==> config.mk <==
export PLATFORM = sky130hd
export DESIGN_NAME = pte_seq
export DESIGN_NICKNAME = d
export VERILOG_FILES = /design/src/design/pte_pkg.sv /design/src/design/pte_seq.sv
export SDC_FILE = /design/constraint.sdc
export NUM_CORES = 1
export LEC_CHECK = 0
export BUFFER_PORTS_ARGS = -buffer_cell sky130_fd_sc_hd__buf_4
export CORE_MARGIN = 10
export CORE_UTILIZATION = 50
export DETAILED_ROUTE_END_ITERATION = 8
export PLACE_DENSITY = 0.79
export SLEW_MARGIN = 20
export SYNTH_ARGS = -nofsm -noshare
export SYNTH_HDL_FRONTEND = slang
export SYNTH_SLANG_ARGS = --single-unit
==> constraint.sdc <==
create_clock -name clk_i -period 2.9 [get_ports clk_i]
set_input_delay 0.435 -clock clk_i [delete_from_list [all_inputs] [get_ports clk_i]]
set_output_delay 0.435 -clock clk_i [all_outputs]
set_load 0.01 [all_outputs]
==> src/design/pte_pkg.sv <==
// shared types and constants of the permutation table engine
package pte_pkg;

  // fixed field widths
  localparam int unsigned VAL_W = 8;
  localparam int unsigned CNT_W = 9;
  localparam int unsigned MODE_W = 3;
  localparam logic [CNT_W-1:0] POINTS_RESET = 9'd256;

  // request modes, codes 6 and 7 are unused
  typedef enum logic [MODE_W-1:0] {
    MODE_LOAD_OWN   = 3'd0,
    MODE_LOAD_OTHER = 3'd1,
    MODE_IDENTITY   = 3'd2,
    MODE_INVERT     = 3'd3,
    MODE_COMPOSE    = 3'd4,
    MODE_QUERY      = 3'd5
  } mode_e;

  // sequencer states
  typedef enum logic [1:0] {
    ST_IDLE,
    ST_QUERY,
    ST_WALK,
    ST_FLUSH
  } seq_state_e;

  // sequencer to datapath control
  typedef struct packed {
    logic             idle;
    mode_e            mode;
    logic             issue_vld;
    logic [CNT_W-1:0] issue_idx;
    logic             s1_vld;
    logic [CNT_W-1:0] s1_idx;
    logic             s2_vld;
    logic [CNT_W-1:0] s2_idx;
    logic             done;
    logic             done_query;
  } seq_ctrl_t;

endpackage

==> src/design/pte_seq.sv <==
// sequencer that serves queries and walks the table for identity, invert and compose
module pte_seq (
  input  logic                    clk_i,
  input  logic                    rst_ni,
  input  logic                    start_query_i,
  input  logic                    start_walk_i,
  input  pte_pkg::mode_e          mode_i,
  input  logic [pte_pkg::CNT_W-1:0] points_i,
  output pte_pkg::seq_ctrl_t      ctrl_o
);
  import pte_pkg::*;

  seq_state_e       state_q, state_d;
  logic [CNT_W-1:0] walk_q, walk_d;
  mode_e            mode_q;
  logic             s1_vld_q, s2_vld_q;
  logic [CNT_W-1:0] s1_idx_q, s2_idx_q;
  logic             issue_vld;
  logic             done, done_query;

  // state register and walk counter
  always_ff @(posedge clk_i or negedge rst_ni) begin
    if (!rst_ni) begin
      state_q  <= ST_IDLE;
      walk_q   <= '0;
      s1_vld_q <= 1'b0;
      s2_vld_q <= 1'b0;
    end else begin
      state_q  <= state_d;
      walk_q   <= walk_d;
      s1_vld_q <= issue_vld;
      s2_vld_q <= s1_vld_q && (mode_q == MODE_COMPOSE);
    end
  end

  // walk payload, no reset needed
  always_ff @(posedge clk_i) begin
    if ((state_q == ST_IDLE) && start_walk_i) begin
      mode_q <= mode_i;
    end
    s1_idx_q <= walk_q;
    s2_idx_q <= s1_idx_q;
  end

  // next state and outputs
  always_comb begin
    state_d    = state_q;
    walk_d     = walk_q;
    issue_vld  = 1'b0;
    done       = 1'b0;
    done_query = 1'b0;
    unique case (state_q)
      ST_IDLE: begin
        if (start_query_i) begin
          state_d = ST_QUERY;
        end else if (start_walk_i) begin
          state_d = ST_WALK;
          walk_d  = '0;
        end
      end
      ST_QUERY: begin
        done       = 1'b1;
        done_query = 1'b1;
        state_d    = ST_IDLE;
      end
      ST_WALK: begin
        issue_vld = 1'b1;
        if (walk_q == points_i - CNT_W'(1)) begin
          walk_d  = '0;
          state_d = ST_FLUSH;
        end else begin
          walk_d = walk_q + CNT_W'(1);
        end
      end
      ST_FLUSH: begin
        if (!s1_vld_q && !s2_vld_q) begin
          done    = 1'b1;
          state_d = ST_IDLE;
        end
      end
      default: state_d = ST_IDLE;
    endcase
  end

  assign ctrl_o.idle       = (state_q == ST_IDLE);
  assign ctrl_o.mode       = mode_q;
  assign ctrl_o.issue_vld  = issue_vld;
  assign ctrl_o.issue_idx  = walk_q;
  assign ctrl_o.s1_vld     = s1_vld_q;
  assign ctrl_o.s1_idx     = s1_idx_q;
  assign ctrl_o.s2_vld     = s2_vld_q;
  assign ctrl_o.s2_idx     = s2_idx_q;
  assign ctrl_o.done       = done;
  assign ctrl_o.done_query = done_query;

endmodule

Word level (Yosys, flattened, before mapping) --
Cells that the tools add are included.
Storage, ports and cells: flip-flop bits (word level) 34, word-level logic and storage cells 41
Cells by class: muxes and demuxes 13, reduce and logical (&&, ||, !) cells 9, equal/unequal tests 10, add/subtract/negate cells 2
Operator list (count):
- 9-bit two-way mux | 3
- 9-bit case mux with 2 select lines | 1
- 9-bit by 1-bit adder with 9-bit output, second input constant | 1
- 9-bit == test | 1
- 9-bit by 1-bit subtractor with 9-bit output, second input constant | 1
- 2-bit two-way mux | 4
- 2-bit inequality test, second input constant | 4
- 2-bit case mux with 4 select lines | 1
- 3-bit AND reduction | 2
- 2-bit == test, second input constant | 2
- 3-bit == test, second input constant | 1
- 1-bit logical AND | 3
- 1-bit two-way mux | 3
- 3-bit inequality test, second input constant | 1
- 2-bit by 1-bit == test with 1-bit output, second input constant | 1
- 1-bit zero test | 2
- 2-bit zero test | 1
- 1-bit case mux with 2 select lines | 1
- 2-bit nonzero test | 1

Longest topological paths before layout --
Gate-level depths: netlist of the first run.
word-level depth 4, mapped depth 8, gate-level depth less buffers 7

Worst setup path after synthesis of the first run --
Ideal clock, no wire load.
path type in2reg, from input points_i[0] (netlist name), to register walk_q[1], path slack 858 ps, data arrival time 1895 ps, path buffers 1, stages on the path 7, library setup time 147 ps, data required time 2753 ps, cell sequence inv_1 ha_1 buf_6 nand2b_1 a311o_1 a2111oi_4 o211ai_1
Between the ends: longest elaborated chain between the ends 4
RTL lines:
- start: declaration | RTL line pte_seq.sv:8 | input logic [pte_pkg::CNT_W-1:0] points_i,
- 9-bit by 1-bit subtractor with 9-bit output | RTL line pte_seq.sv:68 | if (walk_q == points_i - CNT_W'(1)) begin
- 9-bit == test | RTL line pte_seq.sv:68
- 9-bit two-way mux | RTL line pte_seq.sv:68
- 9-bit case mux with 2 select lines | RTL line pte_seq.sv:52 | unique case (state_q)
- end signal: assignment | RTL line pte_seq.sv:30 | walk_q <= walk_d;
- end: declaration | RTL line pte_seq.sv:14 | logic [CNT_W-1:0] walk_q, walk_d;
Every way passes these cells. A chain may end at the register's enable or synchronous reset.

Final worst setup path of the first run --
Ends and elaborated chain as after synthesis.

==> results of run 1 <==
-- per-stage QoR --
stage               power (mW)  instance area [um^2]  worst slack [ps]  utilization
finish                    1.60                  2030               772        0.671
global route              1.71                  2030               651        0.671
CTS                       1.62                  2030               798        0.671
global placement          1.28                  1940               511        0.641
floorplan                0.995                  1560               858            -
detailed placement        1.30                  1940               437        0.641
-- state kept, by name, summed over array words and instances, names as in the netlist --
signal    count
s2_idx_q      9
walk_q        9
s1_idx_q      9
s1_vld_q      1
s2_vld_q      1
state_q       2
mode_q        3
-- worst max-delay path by stage --
stage                      startpoint         to  slack, ps  cells after the start
after detailed placement  points_i[0]  walk_q[1]        440                      8
final                     points_i[0]  walk_q[1]        770                      8
after global routing      points_i[0]  walk_q[1]        650                      8
after global placement    points_i[0]  walk_q[1]        510                      8
after CTS                 points_i[0]  walk_q[1]        800                      8
after floorplan           points_i[0]  walk_q[1]        860                      7
-- Yosys cell counts (2+ instances only) --
cell type and number:
a2111oi_2 2, a211oi_1 6, and3_1 2, buf_4 5
dfrtp_1 13, dfxtp_1 18, edfxtp_1 3, ha_1 2
inv_1 11, nand2_1 9, nand2b_1 4, nand3_1 5
nand3b_1 2, nand4_1 2, nor2_1 10, nor3_1 2
nor4_2 2, o211ai_1 2, o21ai_0 2, xnor2_1 8
xor2_1 9
-- layout make-up --
| class | instances | area (um^2) |
|---|---|---|
| clock buffer | 8 | 80.1 |
| fill | 218 | 996 |
| inverter | 11 | 41.3 |
| multi-input combinational | 89 | 687 |
| sequential | 34 | 776 |
| tap | 44 | 55.1 |
| timing repair buffer | 52 | 393 |
-- layer usage --
metal	up-vias	wire (um)
met5	-	0
met4	0	65
met3	6	262
met2	30	2010
met1	606	1480
li1	601	-
-- what timing repair did --
item                                   4_1_cts  5_1_grt
endpoints found under the hold margin       13        0
hold buffers                                 1        0
resized for setup                            0        0
-- placed cells by master (no fill, tap or decap), types with 3 or more instances in the layout --
cell      count
nand2_1       9
dfrtp_1      13
clkbuf_4      5
buf_4        51
nand3_1       5
a211oi_1      6
nor2_1       10
inv_1        11
xor2_1        9
xnor2_1       8
dfxtp_1      18
edfxtp_1      3
nand2b_1      4
-- worst max-delay path, stage by stage --
cell       delay, ps
buf_4            130
inv_1             50
ha_1             320
nand2b_1         180
a21oi_1           70
a311o_1          360
a2111oi_4        600
o211ai_1         170
-- kinds of logic after synthesis --
logic type / synth area share
and+or+nand+nor: 0.166
buffers and inverters: 0.0603
adders and majority gates: 0.0161
DFF: 0.498
xor gates and xnor gates: 0.0957
AOI/OAI and AO/OA: 0.164
-- power by group through the flow --
stage / registers, mW / logic (mW) / clock network [mW]
floorplan: 0.785 / 0.209 / 0
global placement: 0.749 / 0.533 / 0
detailed placement: 0.760 / 0.542 / 0
CTS: 0.748 / 0.545 / 0.329
global route: 0.772 / 0.587 / 0.354
finish: 0.747 / 0.535 / 0.321
==> impl_results.md, run 1 <==
* Largest area contributor in the netlist: dfxtp_1
* WHS at approximately 280 ps
* Share of cells above drive strength 1 at 0.351
* Yosys cell types at between 40 and 50
* H-tree levels at 2
* Effective utilization at floorplan at 0.514
* Hold_sp: mode_i[2]
* Clk sinks at 34
* RSZ-0062 raised after global routing: false
* Detailed placement HPWL at approximately 3000 um
* Clock power share at 0.200
* Peak VDD IR at between 0.0003 and 0.0004 V
* CTS tree: built
* Net Sw Frac at 0.335
* Synth warn at 0
* Synth Register Bits at 34
* FF-to-FF path depth at 6
* Worst setup EP type: flop
* I/O Buffers at between 50 and 60
* Post-route minimum period at approximately 2100 ps
* Hold Crit Class: input port to flop
* Syn avg cell area at ~11 um^2
* Int Power at ~1.1 mW
* Synthesized Nets at around 160
* Insertion delay to the later sink of the worst-skew pair at approximately 330 ps
* Synth Instances at ~140
* Setup TNS at 0 ps
* Top FF cell, synth: dfxtp_1
* Initial antenna violation count at 0
* Worst r2r dst: walk_q[6]
* Actual slew at the worst max-slew pin at between 600 and 700 ps
* Finish-stage setup viols at 0
* Post-Syn Area at ~1600 um^2
* Startpoint Class: input port
* Detail Route Antenna Nets at 0
* Number of synthesized flops with an enable pin at 3
* # placed instances at between 200 and 250
* WL final at between 3000 and 4000 um
* Synth area leaders: dfxtp_1, dfrtp_1, edfxtp_1
* Hold Path Sink: mode_q[2]
* CTS Buf Count at 5
* Core Region at 3030 um^2
* GR peak layer: met2
* Combinational power share at 0.334
* Die width at approximately 76 um
* Gr ovfl total at 0
* Slew headroom at 0.579
* 1st-iter DRT viols at 133
* CP required at approximately 3100 ps
* Clock transition at path regs at 100 ps
* CTS max path bufs at 2
* Hold path depth at 1
* Met1 Use GR at 0.151
* First-pass GRT wire length at 6040 um
* Largest net degree at the start of global routing at 14
* Final Non-Filler Cells at 238
* Slew Viols, Final at 0
* DR WL/cell at 16.0 um
* FF-to-FF Start: walk_q[0]
* Sw power at approximately 0.54 mW
* WP data arrival at around 2300 ps
* Io pins at 52
* Reg2reg setup slack at 930 ps
* Seq pwr share at 0.466
* Vias at about 1,200
* Critical path type: input port to flop
* Number of global-route vias before repair at between 1,000 and 1,500
* Status: completed
* Max FO, Critical Path at 10
* Global routing usage on met3 at 0.0443
* Synth top area share at 0.232
* Final hold vios at 0
* Final Wtd Congestion at 0.807
* Layout Nets at about 210
* Ys async rst share at 0.382
* Max Clk Rate at roughly 470 MHz
* Diodes inserted at 0
* Via/cell ratio at roughly 5.2
* DRC at 0
* Max-cap violations at 0
* CTS Root Cell: clkbuf_4
* Die span in y at around 76 um
* DRT Pass-1 Iters at 4
* Pwr dens at a little under 800 nW/um^2
* Setup Fix Bufs, Post-CTS at 0
* Die Footprint at between 5000 and 6000 um^2
* Sequential-to-total area share from yosys stat at 0.498
* Pleak at 0.920 nW
* Layout area overhead at 30.5%
* Cell Rows at 20
* Part of the cycle the worst path needs at 0.734
* Gr usage total at 0.138
* Skew final at 5.38 ps
* Met2 GRT Util at 0.237
Power figures use the tool's default switching activity.
==> run 2, diff against run 1 <==
--- a/config.mk
+++ b/config.mk
@@ -7,9 +7,9 @@
 export LEC_CHECK = 0
 export BUFFER_PORTS_ARGS = -buffer_cell sky130_fd_sc_hd__buf_4
 export CORE_MARGIN = 10
-export CORE_UTILIZATION = 50
+export CORE_UTILIZATION = 49
 export DETAILED_ROUTE_END_ITERATION = 8
-export PLACE_DENSITY = 0.79
+export PLACE_DENSITY = 0.78
 export SLEW_MARGIN = 20
 export SYNTH_ARGS = -nofsm -noshare
 export SYNTH_HDL_FRONTEND = slang
==> constraint.sdc (replaced) <==
create_clock -name clk_i -period 2 [get_ports clk_i]
set_input_delay 0.3 -clock clk_i [delete_from_list [all_inputs] [get_ports clk_i]]
set_output_delay 0.3 -clock clk_i [all_outputs]
set_load 0.01 [all_outputs]
==> run 2 against run 1 <==
  * Critical endpoint is now walk_q[5]
  * Clock skew increased by 0.77 ps
  * Hold slack got worse by 130 ps
  * Total power increased by 43%
  * Sequential power increased by 41%
  * Final cell count increased by 3.4%
  * Register-to-register slack got worse by 800 ps
  * Die area increased by 1.5%
  * Count of clock-buffer cells in the layout decreased by 2
  * Non-clock buffer count increased by 8
  * Flip-flop and latch count unchanged
  * First-iteration DRC count decreased by 45%
==> impl_results.md, run 2 (synthesis gave the netlist of run 1 again) <==
* Net Sw Frac at 0.347
* Detailed placement HPWL at between 3000 and 4000 um
* Final Wtd Congestion at just over 0.8
* H-tree levels at 2
* Clk sinks at 34
* Via/cell ratio at 5.22
* Critical path buffer and inverter count at 0
* Post-route worst setup slack at approximately 130 ps
* Combinational power share at 0.371
* CTS Buf Count at 5
* CTS tree: built
* Final hold vios at 0
* Critical path cell sequence: xor2_2, and4bb_2, o311ai_4, a21oi_4, a211oi_1
* Actual slew at the worst max-slew pin at ~530 ps
* Clock transition at path regs at 100 ps
* Core Region at between 3000 and 4000 um^2
* Slew headroom at 0.647
* Effective utilization at floorplan at 0.510
* Max-cap violations at 0
* Max FO, Critical Path at 7
* Diodes inserted at 0
* Seq pwr share at 0.457
* DRC at 0
* Fillers at approximately 250
* Peak VDD IR at between 0.0005 and 0.0006 V
* Top Registers: s1_idx_q x9, s2_idx_q x9, walk_q x9
* Placed inst area at around 2000 um^2
* RSZ-0062 raised after global routing: false
* Io pins at 52
* Die width at ~76 um
* DR WL/cell at between 15 and 20 um
* Most frequent cells in the layout: buf_4, dfxtp_1, dfrtp_1
* I/O Buffers at just over 50
* Initial antenna violation count at 0
* Insertion delay to the later sink of the worst-skew pair at ~320 ps
* Status: completed
* Crit path max-delay family: compound AO/OA/AOI/OAI gates
* Die Footprint at around 5800 um^2
* Vias at between 1,000 and 1,500
* CTS Root Cell: clkbuf_4
* Pleak at ~0.96 nW
* Skew final at just over 6 ps
* Worst setup EP type: flop
* Slew Viols, Final at 0
* Critical-path top delay cell: dfrtp_1
* Most common cell after layout, fill and taps aside: buf_4
* Die span in y at 76.4 um
* DRT Pass-1 Iters at 4
* WL final at between 3000 and 4000 um
* Final instance area at about 2100 um^2
* Post-route minimum period at 1870 ps
* Layout area overhead at 34.2%
* Sw power at ~0.80 mW
* Startpoint Class: flop
* Finish-stage setup viols at 0
* Number of global-route vias before repair at between 1,000 and 1,500
* WP data arrival at ~2100 ps
* CTS max path bufs at 2
* Part of the cycle the worst path needs at 0.936
* Gr usage total at 0.133
* Max Clk Rate at approximately 530 MHz
* First-pass GRT wire length at 6400 um
* Share of cells above drive strength 1 at 0.391
* Critical path type: flop to flop
* Largest net degree at the start of global routing at 14
* Cell Rows at 20
* WHS at between 100 and 150 ps
* Clock power share at 0.171
* CP required at around 2200 ps
* Gr ovfl total at 0
* Hold Crit Class: input port to flop
* Detail Route Antenna Nets at 0
* Pre-CTS setup slack at -10.2 ps
* Crit-path max cell delay at ~470 ps
* 1st-iter DRT viols at 73
* Pwr dens at between 1000 and 1500 nW/um^2
* Layout Nets at approximately 220
* Int Power at 1.50 mW
run 2: cell types whose count changed in the layout (fill, tap and decap cells not counted):
| cell | delta |
|---|---|
| buf_4 | +8 |
| clkbuf_16 | -1 |
| nor4b_2 | +1 |
| clkbuf_1 | -1 |
| xor2_2 | +1 |
| clkinv_2 | +1 |
| inv_4 | +1 |
| xor2_1 | -1 |
| nor4b_1 | -1 |
run 2: worst paths after layout:
kind,start,endpoint,slack (ps),depth (start not counted)
max in group asynchronous,rst_ni,walk_q[5],1490,2
max,walk_q[8],walk_q[5],130,5
min,mode_i[2],mode_q[2],140,1
max reg2reg,walk_q[8],walk_q[5],130,5
min reg2reg,s1_idx_q[6],s2_idx_q[6],360,0
min in group asynchronous,rst_ni,walk_q[4],350,2
run 2: routing by layer:
layer | GRT usage | share of wire | wire length (um)
met1 | 0.144 | 0.41 | 1590
met2 | 0.241 | 0.54 | 2080
met3 | 0.0436 | 0.041 | 156
met4 | 0.0372 | 0.0023 | 9
met5 | 0 | 0 | 0
run 2: final cells by class:
type                            instances  area, um^2  area share
Multi-Input combinational cell         89         701       0.336
Tap cell                               44        55.1      0.0264
Clock inverter                          2        11.3     0.00539
Timing Repair Buffer                   60         453       0.217
Sequential cell                        34         776       0.371
Clock buffer                            6        51.3      0.0246
Inverter                               11        41.3      0.0198
run 2: through the flow:
step	instances	util	total power, mW	TNS (ps)
5_1_grt	246	0.684	2.45	0
2_1_floorplan	141	-	1.44	0
6_report	246	0.684	2.30	0
3_3_place_gp	237	0.656	1.89	0
3_5_place_dp	237	0.656	1.94	-10.2
4_1_cts	246	0.680	2.32	0
run 2: power groups by stage:
stage	registers, mW	logic (mW)	clock network (mW)
2_1_floorplan	1.14	0.303	0
3_3_place_gp	1.05	0.839	0
3_5_place_dp	1.07	0.864	0
4_1_cts	1.05	0.867	0.399
5_1_grt	1.08	0.934	0.437
6_report	1.05	0.853	0.393
run 2: worst reg2reg max path: cells and delay by family (launching register included):
family,cells,cell delay [ps]
compound gates,3,790
xor+xnor,1,250
flops,1,470
simple gates,1,270
run 2: what timing repair did:
action | in CTS | in global routing
setup buffers | 0 | 0
resized for setup | 0 | 2
hold buffers | 1 | 0
hold endpoints to repair | 13 | 0
endpoints found under the setup margin | 0 | 7
